### src/rtl/hidbkr_pkg.sv
// hidbkr_pkg: shared types, constants and usage rom for the boot keyboard report block
// no dependencies; used by hidbkr_key_cell and hid_boot_keyboard_report_core
package hidbkr_pkg;

	localparam int KEY_CAPACITY     = 16;
	localparam int KEY_IDX_W        = $clog2(KEY_CAPACITY);
	localparam int COUNT_W          = $clog2(KEY_CAPACITY + 1);
	localparam int REPORT_KEY_SLOTS = 6;

	localparam logic [3:0] VALID_ENDPOINT = 4'd1;
	localparam logic [6:0] REPORT_LENGTH  = 7'd8;
	localparam logic [7:0] ROLLOVER_CODE  = 8'h01;

	typedef enum logic [1:0] {
		STATUS_OK    = 2'd0,
		STATUS_NACK  = 2'd1,
		STATUS_STALL = 2'd2
	} status_t;

	typedef enum logic [1:0] {
		ST_IDLE,
		ST_SEARCH,
		ST_UPDATE,
		ST_REPORT
	} state_t;

	typedef struct packed {
		logic [3:0] endpoint;
		logic [6:0] transfer_length;
		logic       event_valid;
		logic [7:0] key_code;
		logic       key_released;
		logic [7:0] modifier_bits;
	} poll_t;

	typedef struct packed {
		status_t    status;
		logic [7:0] report_modifiers;
		logic [7:0] key_slot_0;
		logic [7:0] key_slot_1;
		logic [7:0] key_slot_2;
		logic [7:0] key_slot_3;
		logic [7:0] key_slot_4;
		logic [7:0] key_slot_5;
	} report_t;

	typedef struct packed {
		logic shift;
		logic load;
	} cell_ctrl_t;

	localparam logic [7:0] USAGE_ROM [0:255] = '{
		8'h00, 8'h29, 8'h1e, 8'h1f, 8'h20, 8'h21, 8'h22, 8'h23,
		8'h24, 8'h25, 8'h26, 8'h27, 8'h2d, 8'h2e, 8'h2a, 8'h2b,
		8'h14, 8'h1a, 8'h08, 8'h15, 8'h17, 8'h1c, 8'h18, 8'h0c,
		8'h12, 8'h13, 8'h2f, 8'h30, 8'h28, 8'he0, 8'h04, 8'h16,
		8'h07, 8'h09, 8'h0a, 8'h0b, 8'h0d, 8'h0e, 8'h0f, 8'h33,
		8'h34, 8'h35, 8'he1, 8'h31, 8'h1d, 8'h1b, 8'h06, 8'h19,
		8'h05, 8'h11, 8'h10, 8'h36, 8'h37, 8'h38, 8'he5, 8'h55,
		8'he2, 8'h2c, 8'h39, 8'h3a, 8'h3b, 8'h3c, 8'h3d, 8'h3e,
		8'h3f, 8'h40, 8'h41, 8'h42, 8'h43, 8'h53, 8'h47, 8'h5f,
		8'h60, 8'h61, 8'h56, 8'h5c, 8'h5d, 8'h5e, 8'h57, 8'h59,
		8'h5a, 8'h5b, 8'h62, 8'h63, 8'hff, 8'h94, 8'h64, 8'h44,
		8'h45, 8'h87, 8'h92, 8'h93, 8'h8a, 8'h88, 8'h8b, 8'h8c,
		8'h58, 8'he4, 8'h54, 8'h46, 8'he6, 8'h00, 8'h4a, 8'h52,
		8'h4b, 8'h50, 8'h4f, 8'h4d, 8'h51, 8'h4e, 8'h49, 8'h4c,
		8'h00, 8'h7f, 8'h81, 8'h80, 8'h66, 8'h67, 8'h00, 8'h48,
		8'h00, 8'h85, 8'h90, 8'h91, 8'h89, 8'he3, 8'he7, 8'h65,
		8'hff, 8'hff, 8'hff, 8'hff, 8'hff, 8'hff, 8'hff, 8'hff,
		8'hff, 8'hff, 8'hff, 8'h00, 8'hff, 8'hff, 8'hff, 8'hff,
		8'hff, 8'hff, 8'hff, 8'hff, 8'hff, 8'hff, 8'hff, 8'hff,
		8'hff, 8'hff, 8'hff, 8'hff, 8'hff, 8'hff, 8'hff, 8'hff,
		8'hff, 8'hff, 8'hff, 8'hff, 8'hff, 8'hff, 8'hff, 8'hff,
		8'hff, 8'hff, 8'hff, 8'hff, 8'hff, 8'hff, 8'hff, 8'hff,
		8'hff, 8'hff, 8'hff, 8'hff, 8'hff, 8'hff, 8'hff, 8'hff,
		8'hff, 8'hff, 8'hff, 8'hff, 8'hff, 8'hff, 8'hff, 8'hff,
		8'hff, 8'hff, 8'hff, 8'hff, 8'hff, 8'hff, 8'hff, 8'hff,
		8'hff, 8'hff, 8'hff, 8'hff, 8'hff, 8'hff, 8'hff, 8'hff,
		8'hff, 8'hff, 8'h00, 8'hff, 8'hff, 8'hff, 8'hff, 8'hff,
		8'hff, 8'hff, 8'hff, 8'hff, 8'hff, 8'hff, 8'hff, 8'hff,
		8'hff, 8'hff, 8'hff, 8'hff, 8'hff, 8'hff, 8'hff, 8'hff,
		8'hff, 8'hff, 8'hff, 8'hff, 8'hff, 8'hff, 8'hff, 8'hff,
		8'hff, 8'hff, 8'hff, 8'hff, 8'hff, 8'hff, 8'hff, 8'hff,
		8'hff, 8'hff, 8'hff, 8'hff, 8'hff, 8'hff, 8'hff, 8'hff
	};

endpackage

### src/rtl/hidbkr_key_cell.sv
// hidbkr_key_cell: one entry of the pressed-key ring, takes its neighbour or a new usage
// depends on hidbkr_pkg (cell_ctrl_t)
module hidbkr_key_cell (
	input  logic                   clk,
	input  hidbkr_pkg::cell_ctrl_t ctrl,
	input  logic [7:0]             nbr_key,
	input  logic [7:0]             load_key,
	output logic [7:0]             key
);

	logic [7:0] key_q;

	always_ff @(posedge clk) begin
		if (ctrl.load) begin
			key_q <= load_key;
		end else if (ctrl.shift) begin
			key_q <= nbr_key;
		end
	end

	assign key = key_q;

endmodule

### src/rtl/hid_boot_keyboard_report_core.sv
// hid_boot_keyboard_report_core: boot keyboard interrupt in report generator, top level
// depends on hidbkr_pkg and hidbkr_key_cell
// a rejected poll or one with no key event goes straight to the report state; with a key event the
// block first searches the key ring in one full rotation, then updates it, then loads the report
// throughput: the next poll is taken the cycle after the report register is loaded
// reset: key count cleared, ring contents undefined until written, no clearing pass
module hid_boot_keyboard_report_core (
	input  logic                clk,
	input  logic                arst_n,
	input  logic                poll_valid,
	output logic                poll_ready,
	input  hidbkr_pkg::poll_t   poll,
	output logic                report_valid,
	input  logic                report_ready,
	output hidbkr_pkg::report_t report
);

	localparam int N = hidbkr_pkg::KEY_CAPACITY;
	localparam int IW = hidbkr_pkg::KEY_IDX_W;
	localparam int CW = hidbkr_pkg::COUNT_W;

	hidbkr_pkg::state_t     state_q, state_d;
	hidbkr_pkg::poll_t      item_q;
	hidbkr_pkg::status_t    status_q;
	hidbkr_pkg::report_t    report_q, report_d;
	hidbkr_pkg::cell_ctrl_t ctrl [N];
	logic [7:0]             keys [N];
	logic [7:0]             usage_q;
	logic [CW-1:0]          count_q;
	logic [IW-1:0]          step_q;
	logic [IW-1:0]          pos_q;
	logic                   found_q;
	logic                   report_valid_q;
	logic                   accept;
	logic                   head_hit;
	logic                   remove_en;
	logic                   add_en;
	logic                   report_load;
	logic                   good_event;

	genvar gi;
	generate
		for (gi = 0; gi < N; gi++) begin : g_cell
			if (gi < N - 1) begin : g_mid
				hidbkr_key_cell u_cell (
					.clk      (clk),
					.ctrl     (ctrl[gi]),
					.nbr_key  (keys[gi + 1]),
					.load_key (usage_q),
					.key      (keys[gi])
				);
			end else begin : g_tail
				hidbkr_key_cell u_cell (
					.clk      (clk),
					.ctrl     (ctrl[gi]),
					.nbr_key  (keys[0]),
					.load_key (usage_q),
					.key      (keys[gi])
				);
			end
		end
	endgenerate

	assign accept     = poll_valid && poll_ready;
	assign good_event = (poll.endpoint == hidbkr_pkg::VALID_ENDPOINT)
		&& (poll.transfer_length == hidbkr_pkg::REPORT_LENGTH) && poll.event_valid;
	assign head_hit   = !found_q && (keys[0] == usage_q) && (CW'(step_q) < count_q);
	assign remove_en  = item_q.key_released && found_q;
	assign add_en     = !item_q.key_released && !found_q && (count_q < CW'(N));

	always_ff @(posedge clk or negedge arst_n) begin
		if (!arst_n) begin
			state_q <= hidbkr_pkg::ST_IDLE;
		end else begin
			state_q <= state_d;
		end
	end

	always_comb begin
		state_d     = state_q;
		poll_ready  = 1'b0;
		report_load = 1'b0;
		for (int i = 0; i < N; i++) begin
			ctrl[i] = '0;
		end
		case (state_q)
			hidbkr_pkg::ST_IDLE: begin
				poll_ready = 1'b1;
				if (poll_valid) begin
					state_d = good_event ? hidbkr_pkg::ST_SEARCH : hidbkr_pkg::ST_REPORT;
				end
			end
			hidbkr_pkg::ST_SEARCH: begin
				for (int i = 0; i < N; i++) begin
					ctrl[i].shift = 1'b1;
				end
				if (step_q == IW'(N - 1)) begin
					state_d = hidbkr_pkg::ST_UPDATE;
				end
			end
			hidbkr_pkg::ST_UPDATE: begin
				for (int i = 0; i < N; i++) begin
					ctrl[i].shift = remove_en && (pos_q <= IW'(i));
					ctrl[i].load  = add_en && (count_q == CW'(i));
				end
				state_d = hidbkr_pkg::ST_REPORT;
			end
			hidbkr_pkg::ST_REPORT: begin
				if (!report_valid_q || report_ready) begin
					report_load = 1'b1;
					state_d     = hidbkr_pkg::ST_IDLE;
				end
			end
			default: begin
				state_d = hidbkr_pkg::ST_IDLE;
			end
		endcase
	end

	always_ff @(posedge clk) begin
		if (accept) begin
			item_q  <= poll;
			usage_q <= hidbkr_pkg::USAGE_ROM[poll.key_code];
			if (poll.endpoint != hidbkr_pkg::VALID_ENDPOINT) begin
				status_q <= hidbkr_pkg::STATUS_NACK;
			end else if (poll.transfer_length != hidbkr_pkg::REPORT_LENGTH) begin
				status_q <= hidbkr_pkg::STATUS_STALL;
			end else begin
				status_q <= hidbkr_pkg::STATUS_OK;
			end
		end
	end

	always_ff @(posedge clk or negedge arst_n) begin
		if (!arst_n) begin
			count_q <= '0;
			step_q  <= '0;
			pos_q   <= '0;
			found_q <= 1'b0;
		end else begin
			if (accept) begin
				step_q  <= '0;
				found_q <= 1'b0;
			end
			if (state_q == hidbkr_pkg::ST_SEARCH) begin
				step_q <= step_q + 1'b1;
				if (head_hit) begin
					found_q <= 1'b1;
					pos_q   <= step_q;
				end
			end
			if (state_q == hidbkr_pkg::ST_UPDATE) begin
				if (remove_en) begin
					count_q <= count_q - 1'b1;
				end else if (add_en) begin
					count_q <= count_q + 1'b1;
				end
			end
		end
	end

	// report assembly from the front of the ring
	always_comb begin
		logic [7:0] slot [hidbkr_pkg::REPORT_KEY_SLOTS];
		for (int j = 0; j < hidbkr_pkg::REPORT_KEY_SLOTS; j++) begin
			slot[j] = (CW'(j) < count_q) ? keys[j] : 8'h00;
		end
		if (count_q > CW'(hidbkr_pkg::REPORT_KEY_SLOTS)) begin
			slot[hidbkr_pkg::REPORT_KEY_SLOTS - 1] = hidbkr_pkg::ROLLOVER_CODE;
		end
		report_d        = '0;
		report_d.status = status_q;
		if (status_q == hidbkr_pkg::STATUS_OK) begin
			report_d.report_modifiers = item_q.modifier_bits;
			report_d.key_slot_0       = slot[0];
			report_d.key_slot_1       = slot[1];
			report_d.key_slot_2       = slot[2];
			report_d.key_slot_3       = slot[3];
			report_d.key_slot_4       = slot[4];
			report_d.key_slot_5       = slot[5];
		end
	end

	always_ff @(posedge clk or negedge arst_n) begin
		if (!arst_n) begin
			report_valid_q <= 1'b0;
		end else if (report_load) begin
			report_valid_q <= 1'b1;
		end else if (report_ready) begin
			report_valid_q <= 1'b0;
		end
	end

	always_ff @(posedge clk) begin
		if (report_load) begin
			report_q <= report_d;
		end
	end

	assign report_valid = report_valid_q;
	assign report       = report_q;

`ifndef NO_ASSERTIONS
	a_count_bound: assert property (@(posedge clk) disable iff (!arst_n)
		count_q <= CW'(N))
		else $error("key count above capacity");

	a_count_only_in_update: assert property (@(posedge clk) disable iff (!arst_n)
		state_q != hidbkr_pkg::ST_UPDATE |=> count_q == $past(count_q))
		else $error("key count changed outside update");

	a_count_step: assert property (@(posedge clk) disable iff (!arst_n)
		state_q == hidbkr_pkg::ST_UPDATE |=> (count_q == $past(count_q))
			|| (count_q == $past(count_q) + 1'b1) || (count_q == $past(count_q) - 1'b1))
		else $error("key count moved by more than one");

	a_bad_poll_no_search: assert property (@(posedge clk) disable iff (!arst_n)
		accept && (poll.endpoint != hidbkr_pkg::VALID_ENDPOINT)
			|=> state_q == hidbkr_pkg::ST_REPORT)
		else $error("rejected poll entered the key search");

	a_search_wraps: assert property (@(posedge clk) disable iff (!arst_n)
		$fell(state_q == hidbkr_pkg::ST_SEARCH) |-> step_q == '0)
		else $error("ring search ended before a full rotation");
`endif

endmodule
### config.mk
export PLATFORM = sky130hd
export DESIGN_NAME = hid_boot_keyboard_report_core
export DESIGN_NICKNAME = d
export VERILOG_FILES = /design/src/rtl/hidbkr_pkg.sv /design/src/rtl/hidbkr_key_cell.sv /design/src/rtl/hid_boot_keyboard_report_core.sv
export SDC_FILE = /design/constraint.sdc
export NUM_CORES = 1
export LEC_CHECK = 0
export BUFFER_PORTS_ARGS = -buffer_cell sky130_fd_sc_hd__buf_2
export CORE_MARGIN = 2
export CORE_UTILIZATION = 65
export CTS_BUF_LIST = sky130_fd_sc_hd__clkbuf_16
export DETAILED_ROUTE_END_ITERATION = 12
export HOLD_SLACK_MARGIN = 0.05
export PLACE_DENSITY_LB_ADDON = 0.08
export SLEW_MARGIN = 20
export SYNTH_ARGS = -nofsm -noshare
export SYNTH_HDL_FRONTEND = slang
export SYNTH_HIERARCHICAL = 1
export SYNTH_SLANG_ARGS = --single-unit
### constraint.sdc
create_clock -name clk -period 3.6 [get_ports clk]
set_input_delay 0.72 -clock clk [delete_from_list [all_inputs] [get_ports clk]]
set_output_delay 0.72 -clock clk [all_outputs]
set_load 0.02 [all_outputs]
==> flow_summary.json <==
{
  "status": "finished, final reports clean",
  "chipWidth_um": 139,
  "grt-ovfl-total": 0,
  "cts-htree-levels": 1,
  "critPathLaunch": "state_q[0]$_DFFE_PN0P_",
  "r2r_cells": 6,
  "synth.largest_area_cell": "edfxtp_1",
  "nets": 993,
  "cts_root_buf": "clkbuf_16",
  "ctsResizeCount": 0,
  "crit_fanout": 10,
  "drive_above_1_share": 0.300,
  "synth_cells": 854,
  "design.core.area_um2": 17900,
  "area_delta_synth_final_pct": 10.1,
  "syn_avg_cell_area_um2": 13.9,
  "ys_ff_latch": 222,
  "cts_sinks": 222,
  "vias_per_cell": 6.62,
  "peakVddDrop_mv": 0.645,
  "pin_count": 93,
  "ys_top_cells_by_count": "205 x edfxtp_1, 128 x mux2_4, 62 x and2_1, 40 x nor2_1, 34 x nand2_1",
  "power.total_w": 0.00893,
  "place_hpwl_um": 19500,
  "cp.required_ns": 3.76,
  "cts_buffers": 21,
  "reg2reg_from": "state_q[0]$_DFFE_PN0P_",
  "crit_slowest_cell": "and2_1",
  "crit_type": "flip-flop to flip-flop",
  "worstMarginPinSlew_ns": 1.06,
  "hold_buffers": 0,
  "rows": 49,
  "post_cts_buffers": 0,
  "critPathBufInv": 1,
  "r2r-end": "g_cell[12].g_mid.u_cell/key[5]$_DFFE_PP_",
  "path_delay_family": "simple AND/OR/NAND/NOR gates",
  "synth.distinct_cells": 73,
  "worstHoldPathType": "primary input to async pin",
  "multi_input_area_um2": 4820,
  "route.detailed.drc": 0,
  "synth_edf_count": 205,
  "synth.net_count": 914,
  "place_congestion": 0.946,
  "wl_um": 29600,
  "die_area_um2": 19300,
  "fin_setup_tns_ns": 0,
  "wire_per_inst_um": 25.1,
  "vias": 7788,
  "synth_top_area_share": 0.520,
  "setup_viol": 0,
  "crit_chain": "inv_1 -> ha_1 -> nand2_1 -> nor3_1 -> and2_1 -> or2_1",
  "cp_data_arrival_time_ns": 2.90,
  "fin_crit_sh": 0.761,
  "antenna_left": 0,
  "grt_max_degree": 35,
  "dr.first_iter.drc_count": 824,
  "synthFlopType": "edfxtp_1",
  "rsz0062_at_grt": "no",
  "slew_headroom": 0.296,
  "leakage_nw": 5.11,
  "n_fill_cell": 1134,
  "crit_cells": 6,
  "synthArstFlopShare": 0.0766,
  "cts.clk_slew.worst_paths_ns": 0.07,
  "grt_pass1_vias": 7781,
  "yosysMostFrequentCell": "edfxtp_1",
  "portBuffers": 92,
  "drv_cap": 0,
  "area.sequential_um2": 6580,
  "grt_usage": 0.304,
  "worst-r2r-setup-slack_ns": 0.86,
  "worst_path_largest_cell_delay_ns": 0.60,
  "synthTopCellsByArea": "edfxtp_1 52%, mux2_4 16%, dfrtp_1 3.6%, and2_1 3.3%, ha_1 2.9%",
  "insertion_delay_ns": 0.50,
  "cts_tree": "done",
  "pwr_density_cell_nw_per_um2": 685,
  "initial_core_util": 0.662,
  "fmax_ghz": 0.365,
  "hold_viol": 0,
  "dr.pass1.iters": 5,
  "worst_setup_path_end_kind": "flip-flop",
  "ys_warn_count": 6,
  "drv_slew": 0,
  "diodes": 0,
  "synth_seq_area_share": 0.556,
  "start_kind": "flip-flop",
  "skew_ns": 0.0173,
  "antenna_found_initial": 1,
  "grt_pass1_wl_um": 45500,
  "fin_crit_ns": 2.74,
  "cts_buffer_depth": 3,
  "netlist_area_um2": 11800,
  "die_y_um": 139
}
cell usage in the layout (no fill, tap or decap), drive strengths merged, types with 21 or more instances in the layout:
cell type	synthesis	layout
a21oi	24	24
and2	62	62
buf	39	108
clkbuf	13	21
edfxtp	205	205
ha	27	27
inv	22	24
mux2	135	135
nand2	34	34
nor2	40	40
o21ai	33	33
worst register-to-register path: stages, from the launching register on:
cell and delay [ns]:
dfrtp_1 0.41, inv_1 0.13, ha_1 0.35, nand2_1 0.18
nor3_1 0.33, and2_1 0.60, or2_1 0.42
worst max path at each step:
stage / to
floorplan: usage_q[0]$_DFFE_PP_
global placement: usage_q[1]$_DFFE_PP_
detailed placement: usage_q[1]$_DFFE_PP_
CTS: usage_q[4]$_DFFE_PP_
global route: g_cell[10].g_mid.u_cell/key[5]$_DFFE_PP_
finish: g_cell[12].g_mid.u_cell/key[5]$_DFFE_PP_
report_power, final:
group | leakage (nW) | total (W) | switching [W] | internal, W
Combinational | 2.66 | 0.00242 | 0.00144 | 0.000979
Sequential | 2.12 | 0.00428 | 0.000481 | 0.00380
Clock | 0.340 | 0.00222 | 0.000940 | 0.00128
registers in the layout, summed over array words and instances (netlist names):
name and flops:
state_q 2, usage_q 8, found_q 1, g_cell.g_mid.u_cell/key 120, g_cell.g_tail.u_cell/key 8, status_q 2, report 58, item_q 9
step_q 4, pos_q 4, report_valid 1, count_q 5
kinds of logic after synthesis:
logic type | synth area share
fa+ha+maj | 0.0285
mux | 0.176
simple gates | 0.108
buf+inv | 0.0377
xor+xnor | 0.0111
compound gates | 0.0834
flops | 0.556
layout make-up:
| class | instances | share of cell area |
|---|---|---|
| repair buffers | 108 | 0.0445 |
| clock buffers | 21 | 0.0403 |
| well taps | 229 | 0.0220 |
| inverters | 22 | 0.00634 |
| multi-input cells | 558 | 0.369 |
| clock inverters | 17 | 0.0124 |
| flip-flops and latches | 222 | 0.505 |
per-layer routing:
| metal | up-vias | global-route usage | share of wire | wire length (um) |
|---|---|---|---|---|
| met5 | - | 0 | 0.00044 | 13 |
| met4 | 2 | 0.100 | 0.033 | 985 |
| met3 | 92 | 0.0494 | 0.089 | 2640 |
| met2 | 451 | 0.493 | 0.48 | 14100 |
| met1 | 3877 | 0.425 | 0.40 | 11800 |
| li1 | 3366 | - | - | - |
metrics by stage:
stage	std cells	util	worst slack, ns	cell area, um^2	hold slack [ns]
3_5_place_dp	1139	0.690	0.415	12300	0.503
4_1_cts	1177	0.728	0.925	13000	0.148
6_report	1177	0.728	0.860	13000	0.159
3_3_place_gp	1139	0.690	0.486	12300	0.470
2_1_floorplan	854	-	0.858	11800	0.424
5_1_grt	1177	0.728	0.711	13000	0.172
Power figures use the tool's default switching activity.
